[config.mk]
export PLATFORM = sky130hd
export DESIGN_NAME = lrsr_ctrl
export DESIGN_NICKNAME = d
export VERILOG_FILES = /design/src/rtl/lrsr_pkg.sv /design/src/rtl/lrsr_ctrl.sv
export SDC_FILE = /design/constraint.sdc
export NUM_CORES = 1
export LEC_CHECK = 0
export BUFFER_PORTS_ARGS = -buffer_cell sky130_fd_sc_hd__clkbuf_2
export CELL_PAD_IN_SITES_DETAIL_PLACEMENT = 0
export CELL_PAD_IN_SITES_GLOBAL_PLACEMENT = 2
export CORE_ASPECT_RATIO = 1.2
export CORE_MARGIN = 2
export CORE_UTILIZATION = 27
export CTS_BUF_LIST = sky130_fd_sc_hd__clkbuf_16
export CTS_CLUSTER_DIAMETER = 120
export DETAILED_ROUTE_END_ITERATION = 10
export GPL_TIMING_DRIVEN = 0
export PLACE_DENSITY_LB_ADDON = 0.1
export SKIP_CTS_REPAIR_TIMING = 1
export SLEW_MARGIN = 20
export SYNTH_ARGS = -nofsm -noshare
export SYNTH_HDL_FRONTEND = slang
export SYNTH_SLANG_ARGS = --single-unit
[constraint.sdc]
create_clock -name clk -period 2.6 [get_ports clk]
set_input_delay 0.13 -clock clk [delete_from_list [all_inputs] [get_ports clk]]
set_output_delay 0.13 -clock clk [all_outputs]
set_load 0.02 [all_outputs]
[src/rtl/lrsr_pkg.sv]
// ============================================================================
// lrsr_pkg
// Shared constants, codes and controller/datapath types of the LR parse engine.
// ============================================================================
package lrsr_pkg;

    localparam int NUM_STATES  = 256;
    localparam int NUM_SYMBOLS = 64;
    localparam int NUM_RULES   = 128;
    localparam int STACK_DEPTH = 64;
    localparam int MAX_RHS     = 8;
    localparam int MAX_REDUCES = 32;

    localparam int OP_W     = 3;
    localparam int STATE_W  = 8;
    localparam int SYM_W    = 6;
    localparam int KIND_W   = 3;
    localparam int TGT_W    = 8;
    localparam int RULE_W   = 7;
    localparam int POS_W    = 3;
    localparam int LEN_W    = 4;
    localparam int TAG_W    = 16;
    localparam int RES_W    = 3;
    localparam int ERR_W    = 4;
    localparam int LVL_W    = 7;
    localparam int STK_W    = $clog2(STACK_DEPTH);
    localparam int ACT_AW   = STATE_W + SYM_W;
    localparam int ACT_DW   = KIND_W + TGT_W;
    localparam int RSYM_AW  = RULE_W + POS_W;
    localparam int RED_W    = $clog2(MAX_REDUCES + 1);

    localparam logic [OP_W-1:0] OP_ACT   = 3'd0;
    localparam logic [OP_W-1:0] OP_HEAD  = 3'd1;
    localparam logic [OP_W-1:0] OP_SYM   = 3'd2;
    localparam logic [OP_W-1:0] OP_MARK  = 3'd3;
    localparam logic [OP_W-1:0] OP_START = 3'd4;
    localparam logic [OP_W-1:0] OP_TOKEN = 3'd5;

    localparam logic [KIND_W-1:0] KIND_NONE   = 3'd0;
    localparam logic [KIND_W-1:0] KIND_SHIFT  = 3'd1;
    localparam logic [KIND_W-1:0] KIND_REDUCE = 3'd2;
    localparam logic [KIND_W-1:0] KIND_GOTO   = 3'd3;
    localparam logic [KIND_W-1:0] KIND_ACCEPT = 3'd4;

    localparam logic [RES_W-1:0] RES_SHIFT  = 3'd0;
    localparam logic [RES_W-1:0] RES_REDUCE = 3'd1;
    localparam logic [RES_W-1:0] RES_ACCEPT = 3'd2;
    localparam logic [RES_W-1:0] RES_ERROR  = 3'd3;
    localparam logic [RES_W-1:0] RES_IGNORE = 3'd4;

    localparam logic [ERR_W-1:0] ERR_NONE      = 4'd0;
    localparam logic [ERR_W-1:0] ERR_UNKNOWN   = 4'd1;
    localparam logic [ERR_W-1:0] ERR_NO_ACTION = 4'd2;
    localparam logic [ERR_W-1:0] ERR_SHORT     = 4'd3;
    localparam logic [ERR_W-1:0] ERR_MISMATCH  = 4'd4;
    localparam logic [ERR_W-1:0] ERR_NO_GOTO   = 4'd5;
    localparam logic [ERR_W-1:0] ERR_OVERFLOW  = 4'd6;
    localparam logic [ERR_W-1:0] ERR_RED_LIMIT = 4'd7;
    localparam logic [ERR_W-1:0] ERR_NO_ACCEPT = 4'd8;
    localparam logic [ERR_W-1:0] ERR_KIND      = 4'd9;

    typedef enum logic [3:0] {
        S_CLEAR, S_IDLE, S_IGN, S_TLOOK, S_TDISP, S_SHIFT, S_ACC,
        S_RLEN, S_RISS, S_RCMP, S_GSEL, S_GLOOK, S_GCHK, S_ERR
    } ctrl_state_t;

    typedef enum logic [1:0] {MODE_IDLE, MODE_RUN, MODE_DONE} mode_t;

    typedef enum logic [1:0] {VAL_ZERO, VAL_ACT, VAL_RULE} val_sel_t;

    typedef struct packed {
        logic             ready;
        logic             clear;
        logic             act_rd_top;
        logic             act_rd_goto;
        logic             rule_rd;
        logic             cnt_clr;
        logic             cmp_rd;
        logic             gst_rd;
        logic             push_shift;
        logic             push_reduce;
        logic             emit;
        logic [RES_W-1:0] ev_res;
        val_sel_t         ev_val;
        logic [ERR_W-1:0] ev_err;
        logic             ev_last;
    } cmd_t;

    typedef struct packed {
        logic              in_valid;
        logic [OP_W-1:0]   in_op;
        logic              clr_done;
        logic              known;
        logic [KIND_W-1:0] act_kind;
        logic              top_full;
        logic              red_full;
        logic              rule_oob;
        logic              len_gt_top;
        logic              len_zero;
        logic              cnt_eq_len;
        logic              sym_mismatch;
        logic              reduce_ovf;
        logic              tok_eoi;
        logic              out_free;
    } stat_t;

endpackage

[src/rtl/lrsr_ctrl.sv]
// ============================================================================
// lrsr_ctrl
// Parse sequencer: token dispatch, reduce walk, goto and event issue.
// ============================================================================
module lrsr_ctrl (
    input  logic            clk,
    input  logic            rst_n,
    input  lrsr_pkg::stat_t st,
    output lrsr_pkg::cmd_t  cmd
);
    import lrsr_pkg::*;

    ctrl_state_t      state_reg, state_next;
    mode_t            mode_reg, mode_next;
    logic [ERR_W-1:0] err_reg, err_next;

    always_ff @(posedge clk or negedge rst_n)
    begin
        if (!rst_n)
        begin
            state_reg <= S_CLEAR;
            mode_reg  <= MODE_IDLE;
            err_reg   <= ERR_NONE;
        end
        else
        begin
            state_reg <= state_next;
            mode_reg  <= mode_next;
            err_reg   <= err_next;
        end
    end

    always_comb
    begin
        cmd        = '0;
        cmd.ev_val = VAL_ZERO;
        state_next = state_reg;
        mode_next  = mode_reg;
        err_next   = err_reg;
        case (state_reg)
            S_CLEAR:
            begin
                cmd.clear = 1'b1;
                if (st.clr_done)
                    state_next = S_IDLE;
            end
            S_IDLE:
            begin
                cmd.ready = 1'b1;
                if (st.in_valid)
                begin
                    case (st.in_op)
                        OP_START: mode_next = MODE_RUN;
                        OP_TOKEN: state_next = (mode_reg == MODE_RUN) ? S_TLOOK : S_IGN;
                        default: ;
                    endcase
                end
            end
            S_IGN:
            begin
                if (st.out_free)
                begin
                    cmd.emit    = 1'b1;
                    cmd.ev_res  = RES_IGNORE;
                    cmd.ev_last = 1'b1;
                    state_next  = S_IDLE;
                end
            end
            S_TLOOK:
            begin
                if (!st.known)
                begin
                    err_next   = ERR_UNKNOWN;
                    state_next = S_ERR;
                end
                else
                begin
                    cmd.act_rd_top = 1'b1;
                    state_next     = S_TDISP;
                end
            end
            S_TDISP:
            begin
                state_next = S_ERR;
                case (st.act_kind)
                    KIND_NONE: err_next = ERR_NO_ACTION;
                    KIND_SHIFT:
                    begin
                        if (st.top_full)
                            err_next = ERR_OVERFLOW;
                        else
                            state_next = S_SHIFT;
                    end
                    KIND_ACCEPT: state_next = S_ACC;
                    KIND_REDUCE:
                    begin
                        if (st.red_full)
                            err_next = ERR_RED_LIMIT;
                        else if (st.rule_oob)
                            err_next = ERR_MISMATCH;
                        else
                        begin
                            cmd.rule_rd = 1'b1;
                            state_next  = S_RLEN;
                        end
                    end
                    default: err_next = ERR_KIND;
                endcase
            end
            S_SHIFT:
            begin
                if (st.out_free)
                begin
                    cmd.push_shift = 1'b1;
                    cmd.emit       = 1'b1;
                    cmd.ev_res     = RES_SHIFT;
                    cmd.ev_val     = VAL_ACT;
                    cmd.ev_last    = !st.tok_eoi;
                    if (st.tok_eoi)
                    begin
                        err_next   = ERR_NO_ACCEPT;
                        state_next = S_ERR;
                    end
                    else
                        state_next = S_IDLE;
                end
            end
            S_ACC:
            begin
                if (st.out_free)
                begin
                    cmd.emit    = 1'b1;
                    cmd.ev_res  = RES_ACCEPT;
                    cmd.ev_val  = VAL_ACT;
                    cmd.ev_last = 1'b1;
                    mode_next   = MODE_DONE;
                    state_next  = S_IDLE;
                end
            end
            S_RLEN:
            begin
                if (st.len_gt_top)
                begin
                    err_next   = ERR_SHORT;
                    state_next = S_ERR;
                end
                else
                begin
                    cmd.cnt_clr = 1'b1;
                    state_next  = st.len_zero ? S_GSEL : S_RISS;
                end
            end
            S_RISS:
            begin
                cmd.cmp_rd = 1'b1;
                state_next = S_RCMP;
            end
            S_RCMP:
            begin
                if (st.sym_mismatch)
                begin
                    err_next   = ERR_MISMATCH;
                    state_next = S_ERR;
                end
                else if (st.cnt_eq_len)
                    state_next = S_GSEL;
                else
                    cmd.cmp_rd = 1'b1;
            end
            S_GSEL:
            begin
                cmd.gst_rd = 1'b1;
                state_next = S_GLOOK;
            end
            S_GLOOK:
            begin
                cmd.act_rd_goto = 1'b1;
                state_next      = S_GCHK;
            end
            S_GCHK:
            begin
                if (st.act_kind != KIND_GOTO)
                begin
                    err_next   = ERR_NO_GOTO;
                    state_next = S_ERR;
                end
                else if (st.reduce_ovf)
                begin
                    err_next   = ERR_OVERFLOW;
                    state_next = S_ERR;
                end
                else if (st.out_free)
                begin
                    cmd.push_reduce = 1'b1;
                    cmd.emit        = 1'b1;
                    cmd.ev_res      = RES_REDUCE;
                    cmd.ev_val      = VAL_RULE;
                    state_next      = S_TLOOK;
                end
            end
            S_ERR:
            begin
                if (st.out_free)
                begin
                    cmd.emit    = 1'b1;
                    cmd.ev_res  = RES_ERROR;
                    cmd.ev_err  = err_reg;
                    cmd.ev_last = 1'b1;
                    mode_next   = MODE_DONE;
                    state_next  = S_IDLE;
                end
            end
            default: state_next = S_IDLE;
        endcase
    end

    a_emit_free: assert property (@(posedge clk) disable iff (!rst_n)
        cmd.emit |-> st.out_free) else $error("event issued into a full output register");
    a_shift_room: assert property (@(posedge clk) disable iff (!rst_n)
        cmd.push_shift |-> !st.top_full) else $error("shift past stack depth");
    a_reduce_goto: assert property (@(posedge clk) disable iff (!rst_n)
        cmd.push_reduce |-> (st.act_kind == KIND_GOTO && !st.reduce_ovf))
        else $error("reduce push without a valid goto");
    a_cmp_bound: assert property (@(posedge clk) disable iff (!rst_n)
        (state_reg == S_RCMP && cmd.cmp_rd) |-> !st.cnt_eq_len)
        else $error("compare walk ran past the right side");

endmodule

==> results of run 1 <==
## layer usage
metal | share of wire [%] | track usage, %
met2 | 52 | 31.75
met5 | 0 | 0
met1 | 42 | 22.83
met4 | 1.1 | 4.043
met3 | 4.8 | 3.666
## per-stage QoR
step | power (uW) | TNS (ns) | util [%] | hold slack [ns]
after floorplan | 1116 | 0 | - | -0.1656
after global placement | 1453 | 0 | 34.35 | 0.01072
after detailed placement | 1445 | 0 | 34.35 | 0.01908
after CTS | 1729 | -0.3799 | 36.20 | -0.2335
after global routing | 1875 | 0 | 36.49 | 0.2692
final | 1720 | 0 | 36.49 | 0.2188
## cells in the mapped netlist (3+ instances only)
| cell | instances |
|---|---|
| nand3_1 | 3 |
| buf_2 | 6 |
| o32a_1 | 3 |
| nor3_1 | 11 |
| nand2_1 | 10 |
| inv_1 | 11 |
| o22ai_1 | 4 |
| dfrtp_1 | 10 |
| nand2b_1 | 7 |
| mux2_4 | 4 |
| nor3b_1 | 3 |
| clkbuf_1 | 3 |
| nor2_1 | 21 |
| and2_1 | 4 |
| o21ai_0 | 13 |
| a21oi_1 | 8 |
| nor2b_1 | 3 |
## critical path, stage by stage (launching register included)
cell and delay [ns]:
dfrtp_1 0.43, buf_2 0.25, clkbuf_2 0.25, clkbuf_2 0.28
nand3_1 0.15, nor2_1 0.28, and2_1 0.17, clkbuf_2 0.16
## worst paths after layout
kind | startpoint | depth (start not counted) | endpoint | slack [ns]
setup reg to reg | state_reg[2]$_DFFE_PN0P_ | 5 | err_reg[3]$_DFFE_PN0P_ | 0.47
hold / removal | st[15] | 3 | mode_reg[1]$_DFFE_PN0P_ | 0.22
setup / recovery | state_reg[3]$_DFFE_PN0P_ | 7 | cmd[2] | 0.25
min in group asynchronous | rst_n | 2 | err_reg[2]$_DFFE_PN0P_ | 0.30
max in group asynchronous | rst_n | 2 | mode_reg[1]$_DFFE_PN0P_ | 2.09
hold reg to reg | err_reg[0]$_DFFE_PN0P_ | 1 | err_reg[0]$_DFFE_PN0P_ | 0.50
## power groups by stage
| stage | Clock (uW) | Combinational (uW) | Sequential (uW) |
|---|---|---|---|
| after detailed placement | 0 | 1160 | 283 |
| after CTS | 280 | 1170 | 281 |
| after global placement | 0 | 1170 | 280 |
| after global routing | 291 | 1290 | 289 |
| after floorplan | 0 | 854 | 261 |
| final | 274 | 1160 | 282 |
## cell families after synthesis
group,after synthesis
multiplexers,5
AO/OA/AOI/OAI,44
flip-flops,10
XOR/XNOR,2
AND/OR/NAND/NOR,79
buffers and inverters,23
## area by class of cell
type                    count  share of cell area [%]
clock inverters             1                  0.2414
well taps                  56                   4.505
flip-flops and latches     10                   16.09
plain buffers              12                   4.264
inverters                  11                   2.655
multi-input cells         130                   54.22
repair buffers             40                   13.19
clock buffers               3                   4.827
==> metrics.md, run 1 <==
| Metric | Value |
|---|---|
| Synth unique cells | 50 |
| Global-route usage over all layers | 18.23% |
| Placed Cells | 258 |
| Post-route cell area | 0.001555 mm^2 |
| Crit path kind | reg2out |
| DRC | 0 |
| RSZ-0062 raised after global routing | no |
| Die area | 0.004991 mm^2 |
| DIE WIDTH | 64.83 um |
| Boundary Pins | 42 |
| Placed Area | 0.001464 mm^2 |
| Initial antenna violation count | 0 |
| First drt pass iteration count | 4 |
| Top-area cell type share of the netlist area | 20.88% |
| Crit. End Element | primary output |
| Part of the cycle the worst path needs | 90.58% |
| # fillers | 489 |
| Max Clk Rate | 0.4246 GHz |
| Row cnt | 26 |
| Synth Warn # | 0 |
| Outcome | finished clean |
| Root Driver | clkbuf_16 |
| Post-Route Skew | 0.001180 ns |
| Initial Util | 28.13% |
| Post-Synth XOR/XNOR Area | 1.461% |
| Most frequent cells in the layout | clkbuf_2, nor2_1, o21ai_0, inv_1, nor3_1 |
| Adder-Cell Fraction of Synth Area | 0% |
| Maximum vdd drop | 0.4455 mV |
| Post-Layout Cell Count | 263 |
| Clock Tree Buf Depth | 2 |
| Vias in the first global route | 1357 |
| Critical Path Fanout Max | 10 |
| Routed vias | 1384 |
| Seq cells post-synth | 10 |
| Synth area leaders | dfrtp_1, nor2_1, o21ai_0 |
| Comb pwr share | 67.7% |
| Clock Pin Slew Worst Setup and Hold Paths | 0.04 ns |
| PwrDens | 1106 mW/mm^2 |
| Number of max-cap violations | 0 |
| Seq/Total Area, Yosys | 20.88% |
| PnR worst setup slack | 0.2450 ns |
| GR Overflow Total | 0 |
| Simple-Gate Fraction of Synth Area | 35.80% |
| DRT iter0 DRCs | 73 |
| I/O Buffers | 39 |
| Routability congestion estimate from global placement | 0.8528 |
| Part of the power in registers | 16.4% |
| Switching Share | 49.70% |
| Layout cells sized above 1 | 29.95% |
| Mapped Cells | 163 |
| Sw power | 854.8 uW |
| Cts bufs inserted | 3 |
| # nets final | 229 |
| CTS H-Tree Depth | 1 |
| Mapped Avg Cell Area | 7.354 um^2 |
| Startpoint Class | flip-flop |
| Yosys top cell by area | dfrtp_1 |
| Req. time, crit path | 2.47 ns |
| Core ar. | 0.004262 mm^2 |
| DP HPWL | 3497 um |
| Largest family of logic cells by synthesized area | simple AND/OR/NAND/NOR gates |
| Post-synth EDFFs | 0 |
| Min Clock Period, post-route | 2.355 ns |
| Mux share of post-synthesis cell area | 5.846% |
| Area occupied by multi-input gates | 843.3 um^2 |
| Area added between synthesis and finish | 29.75% |
| CTS tree | done |
| Setup Viol. Count Final | 0 |
| Avg Vias per Cell | 5.262 |
| Fin. max-slew vios | 0 |
| Clock power frac | 16.0% |
| Worst Path Arrival | 2.22 ns |
| Sinks on Clock Net | 10 |
| Max_slew headroom | 64.63% |
| WL/cell | 16.55 um |
| Worst-margin pin slew | 0.5265 ns |
| Asr flop ratio synth | 100.0% |
| Leakage | 0.0007215 uW |
| Remaining antenna violation count after routing | 0 |
| Final wirelength | 4352 um |
| First-pass GRT wire length | 6989 um |
| Post-synthesis compound-gate area fraction | 27.24% |
| Worst skew pair latency | 0.24 ns |
| Tightest Hold Check Type | in2reg |
| Internal cell power | 865.1 uW |
| Largest net degree at the start of global routing | 11 |
| Mapped Area | 0.001199 mm^2 |
| Ys flop type | dfrtp_1 |
| Synth Net Count | 184 |
| Register Area | 250.2 um^2 |
| Commonest non-fill, non-tap cell in the layout | clkbuf_2 |
| N_diodes | 0 |
| Fin. Hold Viols | 0 |
| Place WS | 0.1684 ns |
| Die Ht | 76.99 um |
Power figures use the tool's default switching activity.
==> inputs of run 2 (changes only) <==
--- a/config.mk
+++ b/config.mk
@@ -15,7 +15,8 @@
 export CTS_CLUSTER_DIAMETER = 120
 export DETAILED_ROUTE_END_ITERATION = 10
 export GPL_TIMING_DRIVEN = 0
-export PLACE_DENSITY_LB_ADDON = 0.1
+export PLACE_DENSITY = 0.88
+export RECOVER_POWER = 25
 export SKIP_CTS_REPAIR_TIMING = 1
 export SLEW_MARGIN = 20
 export SYNTH_ARGS = -nofsm -noshare
==> run 2 against run 1 <==
Final area shrank 0.40%. Highest routed layer unchanged. Cell count shrank 0.38%. Sequential share of layout area grew 0.065 points. Largest power group unchanged. Non-clock buffer count shrank 1. Sequential cell count is the same. Count of clock-buffer cells in the layout is the same. Via count grew 1.2%. Wire length shrank 7.6%. Clock skew grew 0.0011 ns. Critical endpoint is now cmd[8]. First-iteration DRC count shrank 25%. Maximum frequency grew 3.8%.
==> metrics.md, run 2 (synthesis gave the netlist of run 1 again) <==
| Metric | Value |
|---|---|
| Cts bufs inserted | 3 |
| Die Ht | 76.99 um |
| First-pass GRT wire length | 6534 um |
| CTS H-Tree Depth | 1 |
| Final Util | 36.35% |
| Area added between synthesis and finish | 29.23% |
| Max_slew headroom | 62.68% |
| WL/cell | 15.35 um |
| Worst Path Arrival | 2.14 ns |
| PwrDens | 1101 mW/mm^2 |
| Final wirelength | 4021 um |
| Post-route cell area | 0.001549 mm^2 |
| # nets final | 228 |
| N_diodes | 0 |
| Crit. End Element | primary output |
| Worst-margin pin slew | 0.5555 ns |
| DRC | 0 |
| Layout cells sized above 1 | 29.13% |
| Clock Pin Slew Worst Setup and Hold Paths | 0.04 ns |
| Core ar. | 0.004262 mm^2 |
| Clock Tree Buf Depth | 2 |
| # fillers | 480 |
| Critical Path Fanout Max | 10 |
| Startpoint Class | flip-flop |
| DIE WIDTH | 64.83 um |
| Area occupied by multi-input gates | 843.3 um^2 |
| Max Clk Rate | 0.4406 GHz |
| Part of the cycle the worst path needs | 87.30% |
| Row cnt | 26 |
| Sinks on Clock Net | 10 |
| Most frequent cells in the layout | clkbuf_2, nor2_1, o21ai_0, inv_1, nor3_1 |
| CTS tree | done |
| Die area | 0.004991 mm^2 |
| Setup Viol. Count Final | 0 |
| Tightest Hold Check Type | in2reg |
| I/O Buffers | 39 |
| Post-Route Skew | 0.002255 ns |
| Routability congestion estimate from global placement | 0.8688 |
| Boundary Pins | 42 |
| Crit path kind | reg2out |
| Initial antenna violation count | 0 |
| Maximum vdd drop | 0.4432 mV |
| Avg Vias per Cell | 5.344 |
| First drt pass iteration count | 4 |
| Req. time, crit path | 2.47 ns |
| Fin. max-slew vios | 0 |
| Register Area | 250.2 um^2 |
| Placed Area | 0.001464 mm^2 |
| GR Overflow Total | 0 |
| Outcome | finished clean |
| DRT iter0 DRCs | 55 |
| Largest net degree at the start of global routing | 11 |
| DP HPWL | 3139 um |
| Number of max-cap violations | 0 |
| Fin. Hold Viols | 0 |
| Routed vias | 1400 |
| Worst skew pair latency | 0.24 ns |
| Remaining antenna violation count after routing | 0 |
| Commonest non-fill, non-tap cell in the layout | clkbuf_2 |
| Root Driver | clkbuf_16 |
| Initial Util | 28.13% |
| Leakage | 0.0007143 uW |
| Vias in the first global route | 1346 |
| RSZ-0062 raised after global routing | no |
| Global-route usage over all layers | 16.81% |
| Min Clock Period, post-route | 2.270 ns |
| Hold Worst Slack | 0.2087 ns |
run 2: report_power, final:
group / switching (uW) / leakage (uW) / internal (uW)
Sequential: 54.3 / 0.000123 / 225
Clock: 67.7 / 0.0000385 / 201
Combinational: 723 / 0.000553 / 434
run 2: final timing paths:
check	start	endpoint	slack, ns	depth (start not counted)
setup reg to reg	state_reg[3]$_DFFE_PN0P_	state_reg[2]$_DFFE_PN0P_	0.44	6
hold / removal	st[15]	mode_reg[1]$_DFFE_PN0P_	0.21	3
min in group asynchronous	rst_n	state_reg[2]$_DFFE_PN0P_	0.38	2
hold reg to reg	mode_reg[0]$_DFFE_PN0P_	mode_reg[0]$_DFFE_PN0P_	0.49	2
setup / recovery	state_reg[0]$_DFFE_PN0P_	cmd[8]	0.33	6
max in group asynchronous	rst_n	state_reg[1]$_DFFE_PN0P_	1.87	2
run 2: worst max-delay path, stage by stage, from the launching register on:
cell and delay [ns]:
dfrtp_1 0.43, buf_2 0.26, clkbuf_1 0.40, and3_1 0.23, nor2_1 0.04, nor3_1 0.30
clkbuf_2 0.24
run 2: layer usage:
| metal | global-route usage, % | vias up | routed length, um |
|---|---|---|---|
| li1 | - | 682 | - |
| met1 | 21.19 | 651 | 1783 |
| met4 | 7.234 | 0 | 93 |
| met3 | 3.959 | 11 | 237 |
| met2 | 27.01 | 56 | 1907 |
| met5 | 0 | - | 0 |
run 2: final cells by class:
| type | count | share of cell area (%) |
|---|---|---|
| clock buffers | 3 | 4.847 |
| inverters | 11 | 2.666 |
| flip-flops and latches | 10 | 16.16 |
| well taps | 56 | 4.523 |
| clock inverters | 1 | 0.2423 |
| multi-input cells | 130 | 54.44 |
| repair buffers | 40 | 13.17 |
| plain buffers | 11 | 3.958 |
run 2: metrics by stage:
stage | setup WS, ns | std cells | total power, uW | TNS, ns
after floorplan | 0.7198 | 163 | 1116 | 0
after global placement | 0.2085 | 258 | 1424 | 0
after detailed placement | 0.2343 | 258 | 1424 | 0
after CTS | -0.03759 | 262 | 1699 | -0.1412
after global routing | 0.1728 | 262 | 1844 | 0
final | 0.3302 | 262 | 1705 | 0
